**config.mk**
```make
export PLATFORM = sky130hd
export DESIGN_NAME = mvt_reduce
export DESIGN_NICKNAME = d
export VERILOG_FILES = /design/src/design/mvt_pkg.sv /design/src/design/mvt_reduce.sv
export SDC_FILE = /design/constraint.sdc
export NUM_CORES = 2
export LEC_CHECK = 0
export ABC_CLOCK_PERIOD_IN_PS = 12230
export BUFFER_PORTS_ARGS = -buffer_cell sky130_fd_sc_hd__buf_2
export CORE_AREA = 2 2 454 456
export CTS_CLUSTER_DIAMETER = 50
export DETAILED_ROUTE_END_ITERATION = 8
export DIE_AREA = 0 0 456 458
export HOLD_SLACK_MARGIN = 0.15
export PLACE_DENSITY_LB_ADDON = 0.15
export SYNTH_ARGS = -nofsm -noshare
export SYNTH_HDL_FRONTEND = slang
export SYNTH_SLANG_ARGS = --single-unit
```
**constraint.sdc**
```tcl
create_clock -name i_clk -period 12.23 [get_ports i_clk]
set_input_delay 1.223 -clock i_clk [delete_from_list [all_inputs] [get_ports i_clk]]
set_output_delay 1.223 -clock i_clk [all_outputs]
set_load 0.005 [all_outputs]
```
**src/design/mvt_pkg.sv**
```systemverilog
`default_nettype none
package mvt_pkg;

    localparam int DATA_W        = 32;
    localparam int PROD_W        = 2 * DATA_W;
    localparam int FRAC_BITS_DEF = 16;
    localparam int N_DIM         = 4;
    localparam int N_ELEM        = N_DIM * N_DIM;

    typedef enum logic [1:0] {
        OP_WRITE = 2'd0,
        OP_VEC4  = 2'd1,
        OP_POINT = 2'd2
    } t_op;

    typedef logic signed [DATA_W-1:0] t_word;
    typedef logic signed [PROD_W-1:0] t_prod;
    typedef t_word [N_ELEM-1:0]       t_mat;
    typedef t_word [N_DIM-1:0]        t_vec;
    typedef t_prod [N_ELEM-1:0]       t_prods;

    typedef struct packed {
        logic valid;
        logic point;
    } t_stage_ctl;

endpackage
`default_nettype wire

```
**src/design/mvt_reduce.sv**
```systemverilog
`default_nettype none
module mvt_reduce
    import mvt_pkg::*;
#(
    parameter int FRAC_BITS = FRAC_BITS_DEF
) (
    input  wire        i_clk,
    input  wire        i_rst_n,
    input  t_stage_ctl i_ctl,
    input  t_prods     i_prod,
    output logic       o_ready,
    output logic       o_valid,
    input  wire        i_ready,
    output t_vec       o_vec,
    output logic       o_sat
);

    localparam t_prod S32_MAX = t_prod'({1'b0, {(DATA_W-1){1'b1}}});
    localparam t_prod S32_MIN = -S32_MAX - t_prod'(1);

    t_stage_ctl r_ctl2;
    t_prod      r_half [N_DIM][2];
    t_prod      n_half [N_DIM][2];
    logic       r_v3;
    t_vec       r_vec;
    logic       r_sat;
    t_vec       n_vec;
    logic       n_sat;
    logic       rdy3;
    t_prod      sum;

    assign rdy3    = !r_v3 || i_ready;
    assign o_ready = !r_ctl2.valid || rdy3;

    // floor shift back to fraction bits, then pair sums
    always_comb begin
        for (int r = 0; r < N_DIM; r++) begin
            for (int h = 0; h < 2; h++) begin
                n_half[r][h] = (i_prod[r*N_DIM + 2*h] >>> FRAC_BITS)
                             + (i_prod[r*N_DIM + 2*h + 1] >>> FRAC_BITS);
            end
        end
    end

    always_ff @(posedge i_clk) begin
        if (!i_rst_n) begin
            r_ctl2 <= '0;
        end else if (o_ready) begin
            r_ctl2 <= i_ctl;
        end
    end

    always_ff @(posedge i_clk) begin
        if (o_ready && i_ctl.valid) begin
            r_half <= n_half;
        end
    end

    always_comb begin
        n_sat = 1'b0;
        n_vec = '0;
        for (int r = 0; r < N_DIM; r++) begin
            sum = r_half[r][0] + r_half[r][1];
            if (sum > S32_MAX) begin
                n_vec[r] = S32_MAX[DATA_W-1:0];
                if (!(r_ctl2.point && r == N_DIM - 1)) n_sat = 1'b1;
            end else if (sum < S32_MIN) begin
                n_vec[r] = S32_MIN[DATA_W-1:0];
                if (!(r_ctl2.point && r == N_DIM - 1)) n_sat = 1'b1;
            end else begin
                n_vec[r] = sum[DATA_W-1:0];
            end
        end
        if (r_ctl2.point) n_vec[N_DIM-1] = '0;
    end

    always_ff @(posedge i_clk) begin
        if (!i_rst_n) begin
            r_v3 <= 1'b0;
        end else if (rdy3) begin
            r_v3 <= r_ctl2.valid;
        end
    end

    always_ff @(posedge i_clk) begin
        if (rdy3 && r_ctl2.valid) begin
            r_vec <= n_vec;
            r_sat <= n_sat;
        end
    end

    assign o_valid = r_v3;
    assign o_vec   = r_vec;
    assign o_sat   = r_sat;

endmodule
`default_nettype wire

```
### Word-level counts from Yosys, hierarchy flattened

Index checks and enable logic that the tools add are counted.

* flip-flop bits (word level): 644
* bits of input ports: 1029
* output and inout bits: 131

* add/subtract/negate cells: 12
* $lt $le $gt $ge: 8
* mux-type cells: 14
* reductions and logical operators: 7

Operators by type and width (count)
* $add A48 B48 Y49: 8
* $add A64 B64 Y64: 4
* $gt A64 B32 Y1 const B: 4
* $lt A64 B32 Y1 const B: 4
* $mux W32: 4
* $mux W31: 1
* $mux W1: 9
* $logic_and A1 B1 Y1: 2
* $logic_not A1 Y1: 2
* $logic_or A1 B1 Y1: 2
* $reduce_or A2 Y1: 1

### Logic depth before layout (Yosys ltp)

* depth in word-level cells: 11
* gate-level depth with buffers: 18
* depth with buffers taken out: 16

### Worst setup path before layout

No wires, ideal clock.

* path type: input to register
* start: in i_ready
* end: reg r_half[0] (netlist name), enable pin
* setup time: 0.806 ns
* data arrival time: 10.291 ns
* required time: 11.424 ns
* path slack: 1.133 ns
* cell stages on the path: 3
* buffers on the path: 0
* cells stage by stage: nor2b_1 nand2_1 and2_1

* longest elaborated chain between the ends: 3

Ends and longest elaborated chain
* from (decl): RTL line mvt_reduce.sv:13 `input wire i_ready,`
* $logic_or A1 B1 Y1: RTL line mvt_reduce.sv:32 `assign rdy3 = !r_v3 || i_ready;`
* $logic_or A1 B1 Y1: RTL line mvt_reduce.sv:33 `assign o_ready = !r_ctl2.valid || rdy3;`
* via o_ready: RTL line mvt_reduce.sv:11 `output logic o_ready,`
* $logic_and A1 B1 Y1: RTL line mvt_reduce.sv:54 `if (o_ready && i_ctl.valid) begin`
* to (signal assigned): RTL line mvt_reduce.sv:55 `r_half <= n_half;`
* to (decl): RTL line mvt_reduce.sv:22 `t_prod r_half [N_DIM][2];`

The timed path passes the listed nets, and every way through them passes these cells.
A chain may end at the register's enable or synchronous reset.

### Worst setup path after layout

* start: reg r_half[256] (netlist name)
* end: reg r_vec, in the netlist o_vec[62] (data pin)

* longest elaborated chain between the ends: 3

Ends and longest elaborated chain
* $add A64 B64 Y64 (*): RTL line mvt_reduce.sv:63 `sum = r_half[r][0] + r_half[r][1];`
* $lt A64 B32 Y1: RTL line mvt_reduce.sv:67 `end else if (sum < S32_MIN) begin`
* $mux W32: RTL line mvt_reduce.sv:67
* to (signal assigned): RTL line mvt_reduce.sv:87 `r_vec <= n_vec;`
* to (decl): RTL line mvt_reduce.sv:25 `t_vec r_vec;`

Mark *: on every way between the ends. The rest lies on a longest branch, timed or not.

==> results.cfg <==
[run_status]
status = finished, final reports clean

[pwr]
p_seq_share_pct = 28.9
powerDensity_nw_per_um2 = 148.8
power_w = 0.008613
swShare_pct = 37.88
internal_power_w = 0.005350
vdd_drop_max_v = 0.00009733
netSwitchingPower_w = 0.003263
power.leakage_nw = 25.26
power_frac_comb_pct = 41.6
p_clk_share_pct = 29.5

[routing]
routed_wl_mm = 183.4
ant_nets = 0
num_vias = 42220
vias_per_cell = 4.832
detailroute.wirelength.met2_mm = 85.85
wl_met1_mm = 81.90
routed.top_layer = met5
drtPass1Iterations = 6
drt_iter0_markers = 2458
drc = 0
wl_per_cell_um = 20.99
met3_length_mm = 9.817

[die]
start_util_pct = 23.14
fp-row-count = 166
ioPinCount = 1160
die_h_um = 458
dieArea_um2 = 208800
coreArea_um2 = 203800
die_w_um = 456

[layout]
area_growth_pct = 22.76
multi_input_area_um2 = 30280
regArea_um2 = 15710
fin_cells = 8737
n_fill_cell = 21660
fin_area_um2 = 57870
num-nets-final = 7575
drive_above_1_share_pct = 19.09

[synthesis]
synth-compound-area-share_pct = 25.42
yosysTopAreaCell = edfxtp_1
synth_fa_ha_area_share_pct = 15.90
synth.top_cells.by_count = 580 x ha_1, 567 x a21oi_1, 521 x edfxtp_1
synth_xor_area_share_pct = 9.178
ys_seq_area_share_pct = 33.31
synthDistinctLibCells = 109
async_reset_ff_share_pct = 0
synthMuxAreaShare_pct = 0.1937
synth_area_per_cell_um2 = 9.382
synth_top_family_by_area = compound AO/OA/AOI/OAI gates
synth_seq_cells = 524
synthSimpleGateAreaFrac_pct = 13.47
synth_area_um2 = 47140
synth_ff_type = edfxtp_1
synth.most_common_cell = ha_1
synthTopCellsByArea = edfxtp_1 33%, ha_1 15%, xnor2_1 6.2%
ys_warn_count = 0
syn-num-nets = 6646
synthCells = 5025
synth_top_cell_area_share_pct = 33.19
synth_edf_count = 521

[place]
io_buffers = 903
place_hpwl_mm = 155.9
dpl_cell_area_um2 = 54780
dp.cells = 8548
routabilityCongestion = 0.8727

[run]
cap_violations = 0

[worst_setup_path]
startpoint_type = flop
critPathMaxFanout = 30
r2r_start = r_half[256]
crit_arrival_ns = 5.84
critPathKind = reg -> reg
critPathLaunch = r_half[256]
crit_top_cell = a21oi_1
critPathCaptureType = flop
cpPeakStageDelay_ns = 0.86
path_cells = ha_1 > fa_1 > a21oi_1 > o211ai_1 > a211o_1 > a31oi_1 > a21oi_1 > a41oi_2 > xnor2_1 > or3_1 > nor4bb_1 > and4b_1 > nand4b_1 > nand2b_1 > a21oi_1
critPathRequiredTime_ns = 12.57
cp_slowest_cell = nand2b_1

[worst_hold_path]
min_from = r_ctl2[1]
hold_path_class = reg -> reg

[timing]
tightestPinTransition_ns = 1.136
fmax_ghz = 0.1818
maxSlewHeadroom_pct = 24.24
drv_slew = 0
rsz0062_at_grt = no
fin_crit_sh_pct = 44.97
fin_setup_tns_ns = 0
skew_ns = 0.02893
hold_ws_ns = 0.5389
hold_viol_final = 0
setup_viol = 0
period_needed_ns = 5.500

[clocking]
path_clk_slew_ns = 0.05
cts_buffer_depth = 3
h-tree-depth = 3
cts_hold_buf = 0
cts_tree = done
postCtsResizedCells = 0
cts_root_buf = clkbuf_16
numCtsBuffers = 92
cts_setup_buffers = 0
clock-sinks = 524
insertion_delay_ns = 0.70

[global_route]
grt_start_max_net_pins = 120
grt-ovfl-total = 0
track_usage_pct = 16.93
grt_pass1_wl_mm = 267.8
grt_pass1_vias = 42140
antenna_found_initial = 70
-- power groups by stage --
stage          combinational (W)  sequential, W  clock [W]
2_1_floorplan            0.00249        0.00248          0
3_3_place_gp             0.00358        0.00253          0
3_5_place_dp             0.00357        0.00252          0
4_1_cts                  0.00360        0.00250    0.00265
5_1_grt                  0.00399        0.00251    0.00271
6_report                 0.00358        0.00249    0.00254
-- critical path, delay by kind of cell (launching register included) --
family,cells,cell delay (ns)
flip-flops,1,0.36
AND/OR/NAND/NOR,5,2.01
adder cells (fa/ha/maj),2,0.66
AO/OA/AOI/OAI,7,1.98
XOR/XNOR,1,0.14
-- cells by family after synthesis --
family | count (synthesis)
AO/OA/AOI/OAI | 1843
XOR/XNOR | 494
adder cells (fa/ha/maj) | 592
buffers and inverters | 287
flip-flops | 524
multiplexers | 9
AND/OR/NAND/NOR | 1276
-- worst paths after layout --
check,endpoint,slack (ns),depth (start not counted)
min,r_ctl2[0],0.54,2
max reg2reg,o_vec[62],6.73,15
max,o_vec[62],6.73,15
min reg2reg,r_ctl2[0],0.54,2
-- layer usage --
layer,global-route usage (%),up-vias
li1,-,20970
met1,21.84,19840
met2,28.34,1137
met3,2.989,258
met4,5.846,12
met5,0,-
-- cell type report --
type                            instances  share of cell area, %
Inverter                              198                  1.284
Clock buffer                          105                  4.136
Tap cell                             2688                  5.811
Clock inverter                         64                  1.129
Timing Repair Buffer                  924                  8.103
Sequential cell                       524                  27.14
Antenna cell                           20                0.08648
Multi-Input combinational cell       4214                  52.31
-- cells in the final DEF, fill, tap and decap left out, types with 13 or more instances in the layout --
cell	synthesis	routed
nand2_1	328	328
o21ai_1	12	13
o21bai_1	93	93
or3_1	32	32
a31oi_1	54	54
diode_2	0	20
xor2_1	160	160
nor2b_1	65	63
o21a_1	83	83
o211ai_1	51	51
nand4_1	73	73
a21oi_1	567	566
buf_4	0	20
ha_1	580	580
edfxtp_1	521	521
buf_2	15	903
inv_1	198	198
o21ai_0	296	295
nand2b_1	71	71
and4_1	13	13
clkbuf_16	0	94
nor2_1	314	313
nand3_1	107	107
xnor2_1	334	334
clkinv_4	0	14
and2_1	34	33
a211o_1	22	22
and3_1	64	64
a21o_1	386	386
a211oi_1	46	46
a21boi_0	24	23
a31o_2	17	17
o31ai_1	30	30
nor3_1	85	85
-- flip-flops by register name, summed over array words and instances (netlist names) --
name	count
o_valid	1
r_half	392
o_vec	128
r_ctl2	2
o_sat	1
-- through the flow --
stage	util, %	setup slack [ns]
after floorplan	-	1.133
after global placement	26.88	5.973
after detailed placement	26.88	6.026
after CTS	28.38	6.519
after global routing	28.40	6.183
final	28.40	6.730
Note: power is estimated with default switching activity, not from simulation.
