`config.mk`:
```
export PLATFORM = sky130hd
export DESIGN_NAME = mvt_matrix
export DESIGN_NICKNAME = d
export VERILOG_FILES = /design/src/design/mvt_pkg.sv /design/src/design/mvt_matrix.sv
export SDC_FILE = /design/constraint.sdc
export NUM_CORES = 1
export LEC_CHECK = 0
export ABC_AREA = 1
export BUFFER_PORTS_ARGS = -buffer_cell sky130_fd_sc_hd__buf_4
export CORE_AREA = 2 2 212 214
export DETAILED_ROUTE_END_ITERATION = 16
export DIE_AREA = 0 0 214 216
export PLACE_DENSITY = 0.72
export SLEW_MARGIN = 20
export SYNTH_ARGS = -nofsm -noshare
export SYNTH_HDL_FRONTEND = slang
export SYNTH_SLANG_ARGS = --single-unit
```
`constraint.sdc`:
```
create_clock -name i_clk -period 1.1 [get_ports i_clk]
set_input_delay 0.11 -clock i_clk [delete_from_list [all_inputs] [get_ports i_clk]]
set_output_delay 0.11 -clock i_clk [all_outputs]
set_load 0.02 [all_outputs]
```
`src/design/mvt_pkg.sv`:
```
`default_nettype none
package mvt_pkg;

    localparam int DATA_W        = 32;
    localparam int PROD_W        = 2 * DATA_W;
    localparam int FRAC_BITS_DEF = 16;
    localparam int N_DIM         = 4;
    localparam int N_ELEM        = N_DIM * N_DIM;

    typedef enum logic [1:0] {
        OP_WRITE = 2'd0,
        OP_VEC4  = 2'd1,
        OP_POINT = 2'd2
    } t_op;

    typedef logic signed [DATA_W-1:0] t_word;
    typedef logic signed [PROD_W-1:0] t_prod;
    typedef t_word [N_ELEM-1:0]       t_mat;
    typedef t_word [N_DIM-1:0]        t_vec;
    typedef t_prod [N_ELEM-1:0]       t_prods;

    typedef struct packed {
        logic valid;
        logic point;
    } t_stage_ctl;

endpackage
`default_nettype wire

```
`src/design/mvt_matrix.sv`:
```
`default_nettype none
module mvt_matrix
    import mvt_pkg::*;
#(
    parameter int FRAC_BITS = FRAC_BITS_DEF
) (
    input  wire        i_clk,
    input  wire        i_rst_n,
    input  wire        i_we,
    input  wire  [3:0] i_index,
    input  t_word      i_value,
    output t_mat       o_mat
);

    localparam t_word ONE = t_word'(1) <<< FRAC_BITS;

    t_mat r_mat;

    always_ff @(posedge i_clk) begin
        if (!i_rst_n) begin
            for (int i = 0; i < N_ELEM; i++) begin
                r_mat[i] <= (i % (N_DIM + 1) == 0) ? ONE : '0;
            end
        end else if (i_we) begin
            r_mat[i_index] <= i_value;
        end
    end

    assign o_mat = r_mat;

endmodule
`default_nettype wire

```
# [Word level (Yosys, flattened, before mapping)]
# Cells that the tools add are included.
[classes] addsub=0 multipliers=0 div=0 magnitude_cmp=2 n_eq_ne=0 shift=0 mux=3 bitwise=0 n_reduce_logical=1
[ops] op="bitwise mux 512 bit" n=1
[ops] op="demux 32 bit (select 4 bit)" n=1
[ops] op="2-to-1 mux 32 bit" n=1
[ops] op="< comparator 4 x 5 -> 1 bit, second input constant" n=1
[ops] op=">= comparator 4 x 1 -> 1 bit, second input constant" n=1
[ops] op="logical AND 1 bit" n=1
[word_totals] regBits=512 latchBits=0 mem_bits_rw=0 rom_bits=0 in_bits=39 output_inout_bits=512 elab_cells=22 n_memories=0

# [Depth between registers and ports, before layout]
# Gate-level depths: netlist (run 1).
[logic_depth] word_depth=5 mapped_depth=7 depth_no_buf=6

# [Worst setup path after synthesis (run 1)]
# No wires, ideal clock.
[synth_timing] path_kind="input -> register" startpoint="input port i_we" endpoint="register r_mat (netlist bit o_mat[129])" setup_ns=0.113 t_arrival_ns=1.053 required_ns=0.987 slack_ns=-0.067 stages=6 path_buffers=3 cell_sequence="buf_2 > clkbuf_1 > buf_1 > nand4_1 > nand2_1 > nor2_1"
[synth_rtl] element="start, declared" line="mvt_matrix.sv:9" source="input wire i_we,"
[synth_rtl] element="end signal, assigned by index" line="mvt_matrix.sv:22" source="r_mat[i] <= (i % (N_DIM + 1) == 0) ? ONE : '0;"
[synth_rtl] element="end signal, assigned by index" line="mvt_matrix.sv:25" source="r_mat[i_index] <= i_value;"
[synth_rtl] element="end, declared" line="mvt_matrix.sv:17" source="t_mat r_mat;"

# [Worst setup path after layout (run 1)]
[layout_timing] startpoint="register r_mat (netlist bit o_mat[64])" endpoint="output port o_mat[64] (netlist name)"
[layout_rtl] element="end, declared" line="mvt_matrix.sv:12" source="output t_mat o_mat"
# No word-level cell between the ends.

==> metrics.yaml, run 1 <==
vias: 20673
synth_seq_cells: 512
cpMaxStageDelayCell: "dfxtp_2"
cts_made_buffers: 53
drc: 0
grt_usage_pct: 30.7
max_freq_mhz: 830
clock_sinks: 512
power_mw: 42.5
pin_count: 551
grt_max_degree: 104
crit_buf_inv: 1
synth_area_mm2: 0.0195
die_w_um: 214
cts_tree: "yes"
min_from: "i_index[0]"
placed_cells: 3943
ys_types: 12
cts.path.max_buffers: 3
syn2layout_area_growth_pct: 57.6
maxCapViolCount: 0
timing.hold.ws_ns: 0.0306
numPortBuffers: 550
dp_hpwl_um: 47800
antenna_cells: 0
setup_tns_ns: -33.14
grt_pass1_wl_um: 111000
cp-end-kind: "primary output"
clk_latency_ns: 0.60
cpPeakStageDelay_ns: 0.37
synth-xor-area-share_pct: 0
gp_congestion: 0.846
crit_start: "o_mat[64]$_SDFFE_PN0P_"
dieHeight_um: 216
rsz0062_at_grt: "true"
post-route-period-util_pct: 109
drt-total-wl_um: 74800
async_flop_share_pct: 0
skew_ns: 0
core_area_mm2: 0.0438
hold_path_end: "o_mat[496]$_SDFFE_PN1P_"
hold_viol: 0
synth_top_area_share_pct: 52.6
drt_iter0_drc: 1935
synthTopCellsByArea: "dfxtp_1 53%, nor2_1 20%, nand2_1 19%"
crit_arrival_ns: 1.09
nFillCells: 3168
netlist_instances: 2884
period_minus_slack_ns: 1.20
worstSetupPathType: "reg -> out"
avgRoutedWirePerCell_um: 18.0
synth_most_common_cell: "nor2_1"
slew_headroom_pct: 68.2
outcome: "finished with violations"
crit_chain: "buf_6"
p_leak_nw: 14.2
drt_first_pass_iters: 6
synth-compound-area-share_pct: 0.0771
reg2reg_slack_ns: 0.28
design_area_mm2: 0.0307
postSynthAreaPerCell_um2: 6.75
drive_gt1_share_pct: 38.3
violations: "negative setup slack"
grt_pass1_vias: 19657
synth_nets: 2923
ir_drop_mv: 1.17
antenna_found_initial: 0
required_ns: 0.99
final_cells: 4146
path_clk_slew_ns: 0.06
min_path_type: "in -> reg"
avgViaCountPerCell: 4.99
ys.flop_type: "dfxtp_1"
postRouteAntennaNets: 0
dpl_cell_area_mm2: 0.0254
worstHoldPathCells: 5
synthSimpleGateAreaFrac_pct: 41.0
r2r_cells: 4
slew_viol_final: 0
yosysTopAreaCell: "dfxtp_1"
worst_slack_ns: -0.104
crit_fanout: 2
power_density_mw_per_mm2: 1390
synth-seq-area-share_pct: 52.6
yosysWarnings: 0
nets: 3552
setup_viol: 512
start_util_pct: 44.4
synth_edf_count: 0
worstMarginPinSlew_ns: 0.477
synth-adder-area-share_pct: 0
synth_top_family_by_area: "simple AND/OR/NAND/NOR gates"
synth_common_cells: "1022 x nor2_1, 960 x nand2_1, 512 x dfxtp_1, 100 x inv_1, 74 x buf_2"
core.rowCount: 77
largest_register_ffs: 512
cts_root_buffer: "clkbuf_16"
r2r_start: "o_mat[182]$_SDFFE_PN0P_"
synthMuxAreaShare_pct: 0
cts_max_level: 2
dieArea_mm2: 0.0462
cpLargestDelayFamily: "flip-flops"
start_kind: "flip-flop"
r2r-end: "o_mat[182]$_SDFFE_PN0P_"
overflow: 0
## power breakdown
group	switching, mW	internal [mW]	total [mW]	leakage, nW
Sequential	0.333	19.0	19.3	4.39
Clock	7.61	10.9	18.5	0.894
Combinational	2.67	1.97	4.64	8.89
## final cells by class
type	count	area, um^2	area share, %
Clock buffer	77	1590	5.18
Clock inverter	19	209	0.681
Inverter	100	375	1.22
Multi-Input combinational cell	2072	8090	26.4
Sequential cell	512	10900	35.6
Tap cell	592	741	2.41
Timing Repair Buffer	774	8760	28.6
## layout by cell type, fill, tap and decap left out, drive strengths merged
master / n
nor2: 1034
nand2: 960
buf: 740
dfxtp: 512
inv: 101
clkbuf: 77
nand4: 65
dlygate4sd3: 34
clkinv: 13
nand3: 10
bufinv: 4
o21ai: 3
clkinvlp: 1
## per-stage QoR
| step | worst slack, ns | util (%) |
|---|---|---|
| 2_1_floorplan | -0.0323 | - |
| 4_1_cts | -0.127 | 69.4 |
| 5_1_grt | -0.131 | 70.0 |
| 6_report | -0.104 | 70.0 |
| 3_3_place_gp | -0.204 | 58.0 |
| 3_5_place_dp | -0.271 | 58.0 |
## kinds of logic (layout without fill, tap and decap cells)
kind of cell,count (synthesis),after routing
and+or+nand+nor,2069,2069
AOI/OAI and AO/OA,3,3
buffers and inverters,300,970
DFF,512,512
## routing by layer
| metal | GRT usage [%] | wire, um | share of wire [%] | vias up |
|---|---|---|---|---|
| met2 | 52.5 | 35900 | 48 | 1012 |
| met3 | 8.64 | 7010 | 9.4 | 215 |
| met5 | 0 | 0 | 0 | - |
| li1 | - | - | - | 9864 |
| met4 | 13.6 | 3650 | 4.9 | 0 |
| met1 | 35.8 | 28200 | 38 | 9582 |
## timing repair
action / in CTS / in global routing
buffers inserted: 41 / 32
setup endpoints to repair: 512 / 512
endpoints found under the hold margin: 104 / 0
resized for setup: 1027 / 5
hold buffers: 34 / 0
## worst max path at each step
stage                         endpoint  slack (ns)  depth (start not counted)
2_1_floorplan  o_mat[247]$_SDFFE_PN0P_       -0.03                          7
4_1_cts                      o_mat[98]       -0.13                          1
6_report                     o_mat[64]       -0.10                          1
3_5_place_dp   o_mat[196]$_SDFFE_PN0P_       -0.27                          9
5_1_grt                     o_mat[252]       -0.13                          1
3_3_place_gp   o_mat[206]$_SDFFE_PN0P_       -0.20                          9
(Power assumes the default switching activity.)
==> run 2, diff against run 1 <==
- ABC_AREA: 1 -> not set
- CORE_AREA: 2 2 212 214 -> 2 2 217 219
- DIE_AREA: 0 0 214 216 -> 0 0 219 221
- PLACE_DENSITY: 0.72 -> 0.67
==> metrics.yaml, run 2 <==
outcome: "finished with violations"
violations: "negative setup slack"
worstSetupPathType: "reg -> out"
cpPeakStageDelay_ns: 0.38
postSynthAreaPerCell_um2: 10.5
drt-total-wl_um: 68300
antenna_cells: 0
synth_most_common_cell: "nand2_1"
largest_register_ffs: 512
dpl_cell_area_mm2: 0.0242
cts_tree: "yes"
drt_first_pass_iters: 5
p_leak_nw: 13.8
cts_max_level: 2
post-route-period-util_pct: 111
synth_edf_count: 0
yosysTopAreaCell: "dfxtp_1"
power_mw: 40.1
postRouteAntennaNets: 0
clock_sinks: 512
worst_slack_ns: -0.117
crit_chain: "buf_6"
async_flop_share_pct: 0
die_w_um: 219
netSwitchingFraction_pct: 24.1
synthMuxAreaShare_pct: 27.9
crit_arrival_ns: 1.11
finish.utilization_pct: 66.0
max_freq_mhz: 822
power_frac_seq_pct: 47.4
synth-compound-area-share_pct: 0.261
ir_drop_mv: 1.36
syn2layout_area_growth_pct: 66.6
rsz0062_at_grt: "true"
synth_nets: 1782
multi_input_area_mm2: 0.00740
dieHeight_um: 221
synthSimpleGateAreaFrac_pct: 11.9
grt_max_degree: 60
placed_cells: 2863
dieArea_mm2: 0.0484
drc: 0
setup_viol: 512
crit_fanout: 2
gp_congestion: 0.811
cts.path.max_buffers: 3
design_area_mm2: 0.0304
synth_seq_cells: 512
min_path_type: "in -> reg"
synthTopCellsByArea: "dfxtp_1 56%, mux2i_1 28%, nand2_1 11%"
timing.hold.ws_ns: 0.0152
final_cells: 3184
netlist_instances: 1743
net-switching-power_mw: 9.64
drive_gt1_share_pct: 57.0
layout_commonest_cell: "nand2_1"
setup_tns_ns: -26.24
drt_iter0_drc: 842
start_util_pct: 39.6
yosysWarnings: 0
start_kind: "flip-flop"
grt_pass1_wl_um: 96800
required_ns: 0.99
grt_usage_pct: 26.2
maxCapViolCount: 0
synth-adder-area-share_pct: 0
synth_common_cells: "542 x nand2_1, 512 x dfxtp_1, 508 x mux2i_1, 83 x clkbuf_1, 48 x buf_2"
pwr-share-clk_pct: 44.4
period_minus_slack_ns: 1.22
nets: 2576
cts_made_buffers: 53
core.rowCount: 79
cpLargestDelayFamily: "flip-flops"
dp_slack_ns: -0.427
dp_hpwl_um: 43800
clk_latency_ns: 0.59
synth-xor-area-share_pct: 0
comb_power_share_pct: 8.2
ff_latch_area_mm2: 0.0109
synth-seq-area-share_pct: 56.2
pin_count: 551
power_density_mw_per_mm2: 1320
slew_headroom_pct: 79.3
synth_area_mm2: 0.0182
synth_top_family_by_area: "multiplexers"
crit_buf_inv: 1
slew_viol_final: 0
grt_pass1_vias: 15677
vias: 15830
core_area_mm2: 0.0461
worstMarginPinSlew_ns: 0.304
numPortBuffers: 550
path_clk_slew_ns: 0.07
cpMaxStageDelayCell: "dfxtp_4"
ys.flop_type: "dfxtp_1"
skew_ns: 0
overflow: 0
avgRoutedWirePerCell_um: 21.5
antenna_found_initial: 0
hold_viol: 0
avgViaCountPerCell: 4.97
nFillCells: 3359
cts_root_buffer: "clkbuf_16"
ys_types: 23
layout_common_cells: "541 x nand2_1, 513 x buf_6, 511 x dfxtp_2, 507 x mux2i_1, 271 x buf_4"
synth_top_area_share_pct: 56.2
p_int_mw: 30.4
cp-end-kind: "primary output"
-- run 2: changes by cell type after synthesis, sizes merged, moves of 3 or more --
cell / change
or3: +3
inv: -98
or2: +3
nand2: -418
clkbuf: +13
nand4: -65
buf: -66
mux2i: +508
nand3: -8
nor2: -1024
-- run 2: timing repair --
action | in CTS | in global routing
pin swaps | 0 | 0
gates resized for setup | 1024 | 12
cloned | 0 | 6
buffers inserted | 80 | 110
endpoints found under the setup margin | 512 | 696
hold endpoints to repair | 285 | 0
hold buffers | 30 | 0
-- run 2: power groups by stage --
stage	clock, mW	combinational, mW	sequential, mW
6_report	17.8	3.28	19.0
5_1_grt	18.7	3.42	19.0
4_1_cts	17.9	3.06	19.0
3_5_place_dp	0	2.77	19.3
3_3_place_gp	0	2.73	19.3
2_1_floorplan	0	1.00	19.6
-- run 2: routing by layer --
metal	part of all wire, %	GRT usage, %	wire, um	vias up
met2	50	45.1	33800	538
li1	-	-	-	7332
met3	6.3	7.02	4310	160
met5	0	0	0	-
met4	4.8	12.4	3250	0
met1	39	29.9	26900	7800
-- run 2: layout make-up --
type / count / share of cell area [%]
sequential: 512 / 35.8
timing repair buffer: 886 / 31.7
multi-input combinational: 1082 / 24.4
clock buffer: 77 / 5.02
tap: 607 / 2.50
clock inverter: 18 / 0.593
inverter: 2 / 0.0247
-- run 2: cells by family after synthesis --
family                 count (synthesis)
buffers and inverters                149
AO/OA/AOI/OAI                          7
AND/OR/NAND/NOR                      567
flip-flops                           512
multiplexers                         508
-- run 2: final timing paths --
path | startpoint | to | slack (ns) | depth (start not counted)
worst max-delay path | o_mat[378]$_SDFFE_PN0P_ | o_mat[378] | -0.12 | 1
worst max register to register | o_mat[378]$_SDFFE_PN0P_ | o_mat[378]$_SDFFE_PN0P_ | 0.15 | 3
worst min-delay path | i_value[27] | o_mat[315]$_SDFFE_PN0P_ | 0.02 | 4
worst min register to register | o_mat[107]$_SDFFE_PN0P_ | o_mat[107]$_SDFFE_PN0P_ | 0.46 | 2
==> run 3, diff against run 2 <==
--- a/config.mk
+++ b/config.mk
@@ -7,8 +7,8 @@
 export LEC_CHECK = 0
 export BUFFER_PORTS_ARGS = -buffer_cell sky130_fd_sc_hd__buf_4
-export CORE_AREA = 2 2 217 219
+export CORE_AREA = 2 2 215 217
 export DETAILED_ROUTE_END_ITERATION = 16
-export DIE_AREA = 0 0 219 221
-export PLACE_DENSITY = 0.67
+export DIE_AREA = 0 0 217 219
+export PLACE_DENSITY = 0.68
 export SLEW_MARGIN = 20
 export SYNTH_ARGS = -nofsm -noshare
==> constraint.sdc (replaced) <==
create_clock -name i_clk -period 1.1 [get_ports i_clk]
set_input_delay 0.275 -clock i_clk [delete_from_list [all_inputs] [get_ports i_clk]]
set_output_delay 0.275 -clock i_clk [all_outputs]
set_load 0.02 [all_outputs]
==> metrics.yaml, run 3 (same netlist as run 2, synthesis figures left out) <==
outcome: "finished with violations"
violations: "negative setup slack"
grt_pass1_wl_um: 97100
cp-end-kind: "primary output"
pwr-share-clk_pct: 44.4
postRouteAntennaNets: 0
power_density_mw_per_mm2: 1330
numPortBuffers: 550
rsz0062_at_grt: "true"
drt-total-wl_um: 67600
largest_register_ffs: 512
max_freq_mhz: 743
antenna_cells: 0
grt_max_degree: 54
cts_max_level: 2
path_clk_slew_ns: 0.06
layout_common_cells: "540 x nand2_1, 512 x buf_6, 511 x dfxtp_2, 507 x mux2i_1, 273 x buf_4"
power_mw: 39.7
net-switching-power_mw: 9.25
worst_slack_ns: -0.246
crit_buf_inv: 1
drt_first_pass_iters: 5
setup_viol: 512
placed_cells: 2875
slew_viol_final: 0
skew_ns: 0
drc: 0
crit_fanout: 2
pin_count: 551
drive_gt1_share_pct: 57.6
cpLargestDelayFamily: "flip-flops"
core_area_mm2: 0.0451
cts_made_buffers: 52
p_int_mw: 30.5
timing.hold.ws_ns: 0.130
overflow: 0
slew_headroom_pct: 79.6
cts_tree: "yes"
dieHeight_um: 219
start_kind: "flip-flop"
hold_viol: 0
dp_hpwl_um: 44100
antenna_found_initial: 1
post-route-period-util_pct: 122
power_frac_seq_pct: 47.8
cts_root_buffer: "clkbuf_16"
die_w_um: 217
finish.utilization_pct: 66.2
worstMarginPinSlew_ns: 0.302
comb_power_share_pct: 7.7
dpl_cell_area_mm2: 0.0243
start_util_pct: 40.5
crit_chain: "buf_6"
clk_latency_ns: 0.58
cts.path.max_buffers: 3
p_leak_nw: 13.5
setup_tns_ns: -107.50
cpMaxStageDelayCell: "dfxtp_2"
core.rowCount: 78
netSwitchingFraction_pct: 23.3
nets: 2538
vias: 15769
clock_sinks: 512
dieArea_mm2: 0.0475
ir_drop_mv: 0.961
dp_slack_ns: -0.601
avgViaCountPerCell: 5.04
design_area_mm2: 0.0298
final_cells: 3131
grt_usage_pct: 26.8
cpPeakStageDelay_ns: 0.36
period_minus_slack_ns: 1.35
min_path_type: "in -> reg"
drt_iter0_drc: 825
required_ns: 0.82
crit_arrival_ns: 1.07
layout_commonest_cell: "nand2_1"
grt_pass1_vias: 15965
nFillCells: 3245
syn2layout_area_growth_pct: 63.5
worstSetupPathType: "reg -> out"
gp_congestion: 0.823
avgRoutedWirePerCell_um: 21.6
maxCapViolCount: 0
==> run 3: cell types whose count changed in the layout (fill, tap and decap cells not counted), sizes merged <==
cell          delta
dlymetal6s4s     -1
buf              -3
dlygate4sd3     -28
bufinv           +2
clkinvlp         -6
clkbuf          -10
==> run 3: path summary, 6_finish.rpt <==
| kind | start | cells past startpoint | endpoint | slack, ns |
|---|---|---|---|---|
| hold reg to reg | o_mat[420]$_SDFFE_PN0P_ | 2 | o_mat[420]$_SDFFE_PN0P_ | 0.46 |
| setup reg to reg | o_mat[203]$_SDFFE_PN0P_ | 4 | o_mat[203]$_SDFFE_PN0P_ | 0.22 |
| setup / recovery | o_mat[136]$_SDFFE_PN0P_ | 1 | o_mat[136] | -0.25 |
| hold / removal | i_value[17] | 4 | o_mat[433]$_SDFFE_PN0P_ | 0.13 |
==> run 3: power by group through the flow <==
stage | registers, mW | logic [mW] | clock network (mW)
finish | 19.0 | 3.07 | 17.7
global route | 19.0 | 3.20 | 18.6
CTS | 19.0 | 2.98 | 17.8
detailed placement | 19.3 | 2.77 | 0
global placement | 19.3 | 2.74 | 0
floorplan | 19.6 | 1.03 | 0
==> run 3: area by class of cell <==
| type | count | area (um^2) | area share (%) |
|---|---|---|---|
| Clock buffer | 72 | 1490 | 4.99 |
| Timing Repair Buffer | 849 | 9090 | 30.5 |
| Sequential cell | 512 | 10900 | 36.5 |
| Multi-Input combinational cell | 1082 | 7420 | 24.9 |
| Inverter | 2 | 7.51 | 0.0252 |
| Clock inverter | 14 | 185 | 0.621 |
| Tap cell | 600 | 751 | 2.52 |
==> run 3: timing repair <==
action                      CTS  global route
setup endpoints to repair   512           515
hold buffers                  1             0
hold endpoints to repair      1             0
gates resized for setup    1025             3
gates cloned                  0             1
setup buffers                74            94
==> run 3: metal layers <==
layer  share of wire, %  up-vias  GRT usage, %
met2                 48      614          44.9
met5                  0        -             0
li1                   -     7239             -
met4                3.7        0          11.1
met3                6.9      137          6.29
met1                 41     7779          33.0
